`config.mk`:
```
export PLATFORM = sky130hd
export DESIGN_NAME = rpbc_ctrl
export DESIGN_NICKNAME = d
export VERILOG_FILES = /design/src/rtl/core/rpbc_pkg.sv /design/src/rtl/core/rpbc_ctrl.sv
export SDC_FILE = /design/constraint.sdc
export NUM_CORES = 1
export LEC_CHECK = 0
export BUFFER_PORTS_ARGS = -buffer_cell sky130_fd_sc_hd__buf_2
export CAP_MARGIN = 20
export CORE_AREA = 5 5 42 44
export CTS_BUF_LIST = sky130_fd_sc_hd__clkbuf_8
export DETAILED_ROUTE_END_ITERATION = 6
export DIE_AREA = 0 0 47 49
export PLACE_DENSITY = 0.55
export SYNTH_ARGS = -nofsm -noshare
export SYNTH_HDL_FRONTEND = slang
export SYNTH_SLANG_ARGS = --single-unit
```
`constraint.sdc`:
```
create_clock -name clk -period 4.3 [get_ports clk]
set_clock_uncertainty 0.15 [all_clocks]
set_input_delay 0.645 -clock clk [delete_from_list [all_inputs] [get_ports clk]]
set_output_delay 0.645 -clock clk [all_outputs]
set_load 0.01 [all_outputs]
```
`src/rtl/core/rpbc_pkg.sv`:
```
package rpbc_pkg;

  localparam int ENTRIES = 8192;
  localparam int PROBES  = 8;

  localparam int IDX_W  = $clog2(ENTRIES);
  localparam int PCNT_W = $clog2(PROBES + 1);

  localparam logic [IDX_W-1:0]  LAST_SLOT  = IDX_W'(ENTRIES - 1);
  localparam logic [PCNT_W-1:0] LAST_PROBE = PCNT_W'(PROBES - 1);
  localparam logic [PCNT_W-1:0] END_PROBE  = PCNT_W'(PROBES);

  localparam logic CMD_LOOKUP = 1'b0;
  localparam logic CMD_ADD    = 1'b1;

  typedef struct packed {
    logic load;
    logic probe;
    logic clear;
    logic wr_entry;
    logic wr_first;
    logic zero_step;
    logic count_hit;
    logic count_miss;
    logic finish;
  } rpbc_cmd_t;

  typedef struct packed {
    logic clear_last;
    logic is_add;
    logic chk_valid;
    logic hit;
    logic add_ok;
    logic chk_last;
    logic zero_last;
  } rpbc_status_t;

  // one rehash step on 32 bits, masked to the table size
  function automatic logic [IDX_W-1:0] next_slot(input logic [31:0] v);
    logic [31:0] h;
    h = (v >> 16) ^ (v << 3) ^ v;
    return h[IDX_W-1:0];
  endfunction

endpackage

```
`src/rtl/core/rpbc_ctrl.sv`:
```
module rpbc_ctrl (
  input  logic                   clk,
  input  logic                   rst,
  input  logic                   start,
  output logic                   busy,
  input  rpbc_pkg::rpbc_status_t st,
  output rpbc_pkg::rpbc_cmd_t    cmd
);

  typedef enum logic [4:0] {
    S_CLEAR = 5'b00001,
    S_IDLE  = 5'b00010,
    S_PROBE = 5'b00100,
    S_FILL  = 5'b01000,
    S_ZERO  = 5'b10000
  } state_t;

  state_t state, state_next;

  always_ff @(posedge clk) begin
    if (rst) begin
      state <= S_CLEAR;
    end else begin
      state <= state_next;
    end
  end

  assign busy = (state != S_IDLE);

  always_comb begin
    state_next = state;
    cmd        = '0;
    unique case (state)
      S_CLEAR: begin
        cmd.clear = 1'b1;
        if (st.clear_last) begin
          state_next = S_IDLE;
        end
      end
      S_IDLE: begin
        if (start) begin
          cmd.load   = 1'b1;
          state_next = S_PROBE;
        end
      end
      S_PROBE: begin
        if (!st.is_add) begin
          if (st.hit) begin
            cmd.count_hit = 1'b1;
            cmd.finish    = 1'b1;
            state_next    = S_IDLE;
          end else if (st.chk_valid) begin
            cmd.count_miss = 1'b1;
            if (st.chk_last) begin
              cmd.finish = 1'b1;
              state_next = S_IDLE;
            end else begin
              cmd.probe = 1'b1;
            end
          end else begin
            cmd.probe = 1'b1;
          end
        end else begin
          if (st.add_ok) begin
            cmd.wr_entry = 1'b1;
            cmd.finish   = 1'b1;
            state_next   = S_IDLE;
          end else if (st.chk_last) begin
            state_next = S_FILL;
          end else begin
            cmd.probe = 1'b1;
          end
        end
      end
      S_FILL: begin
        cmd.wr_first = 1'b1;
        if (rpbc_pkg::PROBES == 1) begin
          cmd.finish = 1'b1;
          state_next = S_IDLE;
        end else begin
          state_next = S_ZERO;
        end
      end
      S_ZERO: begin
        cmd.zero_step = 1'b1;
        if (st.zero_last) begin
          cmd.finish = 1'b1;
          state_next = S_IDLE;
        end
      end
      default: begin
        state_next = S_CLEAR;
      end
    endcase
  end

endmodule

```
==> results of run 1 <==
path summary, 6_finish.rpt:
path	startpoint	slack, ns	end
hold / removal	rst	0.48	state[4]
setup / recovery	st[3]	1.91	cmd[7]
setup reg to reg	state[2]	2.75	state[1]
hold reg to reg	state[2]	0.48	state[3]
worst max-delay path, cell delays in order:
cell	delay, ns
buf_2	0.10
or2_2	0.32
a21oi_1	0.15
o21a_1	0.22
buf_2	0.16
where the power goes:
part           switching [µW]  leakage, µW  internal [µW]
Combinational            23.7     0.000199           25.1
Clock                    21.7    0.0000269           61.1
Sequential               6.79    0.0000408           51.3
Total                    52.2     0.000267            137
through the flow:
stage          cells  cell area, µm²  util (%)  total power, µW  worst slack, ns
2_1_floorplan     47             367         -             92.2             2.18
3_3_place_gp      82             482      34.4              108             1.95
3_5_place_dp      82             482      34.4              108             1.90
4_1_cts           86             527      37.6              193             1.91
5_1_grt           86             527      37.6              204             1.80
6_report          86             527      37.6              190             1.91
placed cells by master, fill, tap and decap left out, types with 2 or more instances in the layout:
cell / n
buf_2: 19
nor2_1: 6
inv_1: 5
dfxtp_1: 5
nor3_1: 3
nand2b_1: 3
clkbuf_8: 3
nand2_1: 2
a21oi_1: 2
o21ai_0: 2
nand3b_1: 2
o21a_1: 2
synth_stat cells (all sizes together), types with 2 or more instances:
library cell and number:
nand2b 3, nand2 2, a21oi 3, nor3 3, nand3b 2, nor2 6, o21ai 2, or2 2
o21a 2, dfxtp 5, inv 4
layer usage:
layer / vias up / track usage [%] / wire [µm]
met5: - / 0 / 0
met4: 0 / 7.83 / 22
met3: 2 / 4.43 / 67
met2: 13 / 12.9 / 481
met1: 192 / 10.1 / 373
li1: 217 / - / -
cell families (layout without fill, tap and decap cells):
logic type	Yosys count	in the layout	share of synthesized area, %
buffers and inverters	4	27	4.09
XOR/XNOR	1	1	2.39
flip-flops	5	5	27.3
AND/OR/NAND/NOR	24	24	37.2
AO/OA/AOI/OAI	13	13	29.0
cell type report:
type                            instances  share of cell area (%)
Timing Repair Buffer                   19                    18.1
Inverter                                4                    2.85
Clock buffer                            3                    7.84
Clock inverter                          1                   0.713
Sequential cell                         5                    19.0
Multi-Input combinational cell         38                    47.7
Tap cell                               16                    3.80
==> results.cfg, run 1 <==
[pwr]
vdd.ir_drop.worst_mv = 0.193
power_density_nw_per_um2 = 360
p_leak_uw = 0.000267

[worst_setup_path]
worstSetupPathType = input port to primary output
path_max_fanout = 4
r2r_cells = 4
crit_required_ns = 3.50
arrival_ns = 1.59
cp-start-kind = input port
end_kind = primary output

[cells_and_area]
drive_gt1_share_pct = 40.0
nFillCells = 175
antenna_cells = 0
multi_input_area_um2 = 251
reg.largest.list = state: 5 flops
area_delta_synth_final_pct = 43.7
register_area_um2 = 100
largest_register_ffs = 5
finish.net_count = 81
top_register = state

[synthesis]
synthCells = 47
synth_warnings = 0
synth.area.top_cells = dfxtp_1 (27%), nor2_1 (6.1%), nand2b_1 (5.1%)
async_flop_share_pct = 0
synth-seq-area-share_pct = 27.3
netlist.top_cell.by_area = dfxtp_1
ys.flop_type = dfxtp_1
synth_nets = 57
synth.cell_area_um2 = 367
yosysUniqueCellTypes = 26
ys_ff_latch = 5
synth_edf_count = 0
synth_top_area_share_pct = 27.3
syn_area_per_cell_um2 = 7.80

[detailed_routing]
wl_per_cell_um = 11.0
wirelength_um = 945
vias = 424
avgViaCountPerCell = 4.93
drtIter0Drc = 7
dr.pass1.iters = 4
drc = 0
antenna_left = 0

[timing]
fin_crit_sh_pct = 55.5
grt_setup_unrepaired = no
max_freq_ghz = 0.419
fin_setup_tns_ns = 0
setup_violations = 0
slew_headroom_pct = 76.7
worst_pin_slew_ns = 0.346
hold_viol = 0
drv_slew = 0
whs_ns = 0.478
final.min_clock_period_ns = 2.39

[cts]
cts-buffers-inserted = 3
htree_levels = 1
cts_tree = built
ctsResizeCount = 0
post_cts_buffers = 0
ctsHoldBuffers = 0
clk_path_buf_depth = 2
cts_root_buf = clkbuf_8
clkTransAtPathRegs_ns = 0.03
insertion_delay_ns = 0.22
numClockSinks = 5

[floorplanning]
start_util_pct = 26.2
fp.dieArea_um2 = 2300
die_w_um = 47
die_y_um = 49
core_area_um2 = 1400
row_count = 14
num_io_pins = 20

[global_route]
overflow = 0
grt_pass1_vias = 396
grt_pass1_wl_um = 1540
grt_usage_pct = 9.30
antenna_found_initial = 0
grt_max_degree = 7

[place]
portBuffers = 19
place.gp.congestion = 0.715
dpl.hpwl_um = 806

[run]
cap_violations = 0

[worst_hold_path]
hold_path_depth = 2
min_path_type = input port to register

[run_status]
status = completed
No activity file was read; power rests on OpenSTA's default activity.
==> run 2: changes to the inputs <==
Settings changed: PLACE_DENSITY 0.55 to 0.57.
Clock period 4.3 ns to 2 ns, I/O delays scaled along.
==> run 2 against run 1 <==
Net effect:
- via count decreased by 4.7%
- total power increased by 120%
- routed wire length decreased by 0.74%
- first-iteration DRC count decreased by 43%
- critical path depth increased by 1
- hold slack got worse by 0.33 ns
- register-to-register slack got worse by 2.4 ns
- count of clock-buffer cells in the layout unchanged
- setup slack got worse by 1.8 ns
- die area unchanged
==> results.cfg, run 2 (synthesized netlist as in run 1, its figures left out) <==
[pwr]
p_leak_uw = 0.000272
power_uw = 415
vdd.ir_drop.worst_mv = 0.490
power_density_nw_per_um2 = 765

[cells_and_area]
final_cell_mix = buf_2 (19), nor2_1 (6), inv_1 (4), dfxtp_1 (4)
top_register = state
nFillCells = 166
antenna_cells = 0
stdcell_area_um2 = 543
layout_commonest_cell = buf_2
drive_gt1_share_pct = 46.5
finish.net_count = 82
multi_input_area_um2 = 259
register_area_um2 = 101
reg.largest.list = state: 5 flops
largest_register_ffs = 5
area_delta_synth_final_pct = 48.1

[timing]
hold_viol = 0
fin_ws_ns = 0.0645
fin_setup_tns_ns = 0
grt_setup_unrepaired = no
max_freq_ghz = 0.517
setup_violations = 0
final.min_clock_period_ns = 1.94
slew_headroom_pct = 78.8
worst_pin_slew_ns = 0.316
drv_slew = 0
fin_crit_sh_pct = 96.8

[place]
portBuffers = 19
dpl_worst_slack_ns = 0.204
placed_area_um2 = 482
place.gp.congestion = 0.748
dpl.hpwl_um = 788

[cts]
insertion_delay_ns = 0.22
cts-buffers-inserted = 3
cts_tree = built
ctsHoldBuffers = 0
cts_root_buf = clkbuf_8
numClockSinks = 5
clkTransAtPathRegs_ns = 0.03
htree_levels = 1
clk_path_buf_depth = 2

[global_route]
grt_pass1_wl_um = 1600
grt_max_degree = 7
antenna_found_initial = 0
overflow = 0
grt_pass1_vias = 401
grt_usage_pct = 9.10

[worst_setup_path]
cp-start-kind = register
end_kind = primary output
crit_required_ns = 1.55
arrival_ns = 1.49
worstSetupPathType = register to primary output
path_max_fanout = 5

[run_status]
status = completed

[floorplanning]
num_io_pins = 20
die_y_um = 49
start_util_pct = 26.2
fp.dieArea_um2 = 2300
row_count = 14
die_w_um = 47
core_area_um2 = 1400

[detailed_routing]
antenna_left = 0
wirelength_um = 938
dr.pass1.iters = 4
drc = 0
avgViaCountPerCell = 4.64
wl_per_cell_um = 10.8
drtIter0Drc = 4
vias = 404

[run]
cap_violations = 0

[worst_hold_path]
min_path_type = input port to register
run 2: through the flow:
step | hold WS, ns | utilization (%) | std cells
detailed placement | 0.369 | 34.4 | 82
global placement | 0.365 | 34.4 | 82
floorplan | 0.222 | - | 47
CTS | 0.140 | 38.3 | 87
finish | 0.145 | 38.8 | 87
global route | 0.156 | 38.8 | 87
run 2: critical path, cell delays in order, from the launching register on:
cell     delay [ns]
dfxtp_2        0.33
or3_4          0.38
or2_4          0.25
inv_2          0.05
nand2_1        0.04
o21ai_0        0.06
buf_2          0.15
run 2: area by class of cell:
cell class | instances | area share, %
clock buffer | 3 | 7.60
clock inverter | 1 | 0.691
inverter | 4 | 2.76
multi-input combinational | 38 | 47.7
sequential | 5 | 18.7
tap | 16 | 3.69
timing repair buffer | 20 | 18.9
run 2: routing by layer:
metal  up-vias  share of wire, %  track usage, %
met5         -                 0               0
met4         0                 0            4.15
met3         0               5.9            2.58
met2         8                52            14.3
met1       179                42            11.1
li1        217                 -               -
run 2: timing repair:
action,4_1_cts,5_1_grt
setup buffers,1,0
gates cloned,0,0
pin swaps,1,1
resized for setup,1,3
endpoints found under the setup margin,1,2
run 2: path summary, 6_finish.rpt:
kind              slack [ns]  depth (start not counted)  startpoint       end
setup / recovery        0.06                          6    state[3]    cmd[0]
hold / removal          0.15                          2         rst  state[4]
setup reg to reg        0.35                          5    state[3]  state[1]
hold reg to reg         0.47                          2    state[2]  state[3]
run 2: where the power goes:
| part | internal, µW | leakage (µW) | total (µW) | switching (µW) |
|---|---|---|---|---|
| combinational | 60.8 | 0.000204 | 114 | 53.2 |
| sequential | 110 | 0.0000413 | 126 | 15.8 |
| clock | 131 | 0.0000269 | 175 | 44.2 |
| total | 302 | 0.000272 | 415 | 113 |
==> run 3: changes to the inputs <==
==> constraint.sdc (replaced) <==
create_clock -name clk -period 2 [get_ports clk]
set_clock_uncertainty 0.15 [all_clocks]
set_input_delay 0 -clock clk [delete_from_list [all_inputs] [get_ports clk]]
set_output_delay 0 -clock clk [all_outputs]
set_load 0.01 [all_outputs]
==> run 3 against run 2 <==
Net effect:
- via count is 6.2% higher
- first-iteration DRC count fell by 100%
- critical path depth unchanged
- sequential share of layout area down 1.0 points
- setup slack better by 0.21 ns
- highest routed layer is now met4
- clock power rose by 2%
- total power decreased by 0.55%
==> results.cfg, run 3 (synthesized netlist as in run 1, its figures left out) <==
[pwr]
power_density_nw_per_um2 = 729
p_leak_uw = 0.000282
vdd.ir_drop.worst_mv = 0.387
power_uw = 413

[detailed_routing]
drtIter0Drc = 0
avgViaCountPerCell = 4.77
drc = 0
wl_per_cell_um = 10.2
wirelength_um = 921
antenna_left = 0
vias = 429
dr.pass1.iters = 1

[cts]
clkTransAtPathRegs_ns = 0.04
htree_levels = 1
cts_root_buf = clkbuf_8
clk_path_buf_depth = 2
cts_tree = built
cts-buffers-inserted = 3
post_cts_buffers = 0
insertion_delay_ns = 0.22
numClockSinks = 5

[run]
cap_violations = 0

[floorplanning]
fp.dieArea_um2 = 2300
start_util_pct = 26.2
row_count = 14
core_area_um2 = 1400
die_w_um = 47
die_y_um = 49
num_io_pins = 20

[cells_and_area]
largest_register_ffs = 5
reg.largest.list = state: 5 flops
layout_commonest_cell = buf_2
top_register = state
drive_gt1_share_pct = 37.8
stdcell_area_um2 = 567
finish.net_count = 85
antenna_cells = 0
final_cell_mix = buf_2 (19), nor2_1 (6), inv_1 (5), dfxtp_1 (5), dlygate4sd3_1 (4)
layout.cells.non_filler = 90
area_delta_synth_final_pct = 54.6

[global_route]
grt_max_degree = 7
grt_usage_pct = 8.74
grt_pass1_vias = 370
antenna_found_initial = 0
overflow = 0
grt_pass1_wl_um = 1510

[worst_setup_path]
path_max_fanout = 5
path_delay_family = simple AND/OR/NAND/NOR gates
cp-start-kind = register
path_buf_inv = 2
arrival_ns = 1.58
slowest_delay_ns = 0.41
worstSetupPathType = register to primary output
crit_required_ns = 1.85
crit_slowest_cell = or3_4
end_kind = primary output
worstPathCellList = or3_4 -> or2_1 -> inv_1 -> nand2_1 -> o21ai_0 -> buf_2

[place]
dpl.hpwl_um = 773
place.gp.congestion = 0.741
dp.cells = 82
portBuffers = 19
placed_area_um2 = 482

[timing]
grt_setup_unrepaired = no
fin_setup_tns_ns = 0
slew_headroom_pct = 79.6
final.min_clock_period_ns = 1.73
fin_crit_sh_pct = 86.3
worst_pin_slew_ns = 0.303
max_freq_ghz = 0.579
hold_viol = 0
drv_slew = 0
setup_violations = 0

[worst_hold_path]
min_path_type = input port to register

[run_status]
status = completed
==> run 3: cell types whose count changed in the layout (fill, tap and decap cells not counted) <==
cell / delta
inv_2: -1
buf_4: -1
nor3_1: +1
or2_4: -1
dfxtp_1: +1
dlygate4sd3_1: +4
nor3_2: -1
or2_1: +1
inv_1: +1
dfxtp_2: -1
==> run 3: worst paths after layout <==
kind | startpoint | to | slack, ns | cells after the start
worst max-delay path | state[2] | cmd[0] | 0.27 | 6
worst min-delay path | st[5] | state[1] | 0.06 | 4
worst max register to register | state[2] | state[1] | 0.45 | 4
worst min register to register | state[2] | state[3] | 0.49 | 2
==> run 3: cell type report <==
| cell class | count | area, µm² |
|---|---|---|
| Multi-Input combinational cell | 38 | 251 |
| Inverter | 4 | 15.0 |
| Clock buffer | 3 | 41.3 |
| Sequential cell | 5 | 100 |
| Timing Repair Buffer | 23 | 135 |
| Fill cell | 155 | 835 |
| Clock inverter | 1 | 3.75 |
| Tap cell | 16 | 20.0 |
==> run 3: report_power, final <==
part | switching [µW] | internal, µW | leakage, µW | total, µW
Clock | 47.3 | 131 | 0.0000269 | 179
Combinational | 52.0 | 59.0 | 0.000214 | 111
Sequential | 13.1 | 110 | 0.0000408 | 123
Total | 112 | 301 | 0.000282 | 413
==> run 3: repair_timing <==
item | in CTS | in global routing
resized for setup | 0 | 0
hold buffers | 4 | 0
endpoints found under the hold margin | 5 | 0
==> run 3: tightest hold or removal path, delay by kind of cell <==
kind	cells	cell delay [ns]
AOI/OAI and AO/OA	1	0.07
buffers and inverters	1	0.11
and+or+nand+nor	2	0.20
==> run 3: stage by stage <==
step | utilization [%] | setup WS, ns | hold WS [ns]
2_1_floorplan | - | 0.542 | -0.0997
3_5_place_dp | 34.4 | 0.450 | 0.0648
3_3_place_gp | 34.4 | 0.459 | 0.0664
4_1_cts | 40.4 | 0.254 | 0.0476
6_report | 40.4 | 0.273 | 0.0557
5_1_grt | 40.4 | 0.184 | 0.0716
==> run 3: layer usage <==
metal	wire [µm]	track usage [%]
met5	0	0
met4	14	4.15
met3	53	2.58
met2	470	13.8
met1	383	10.4
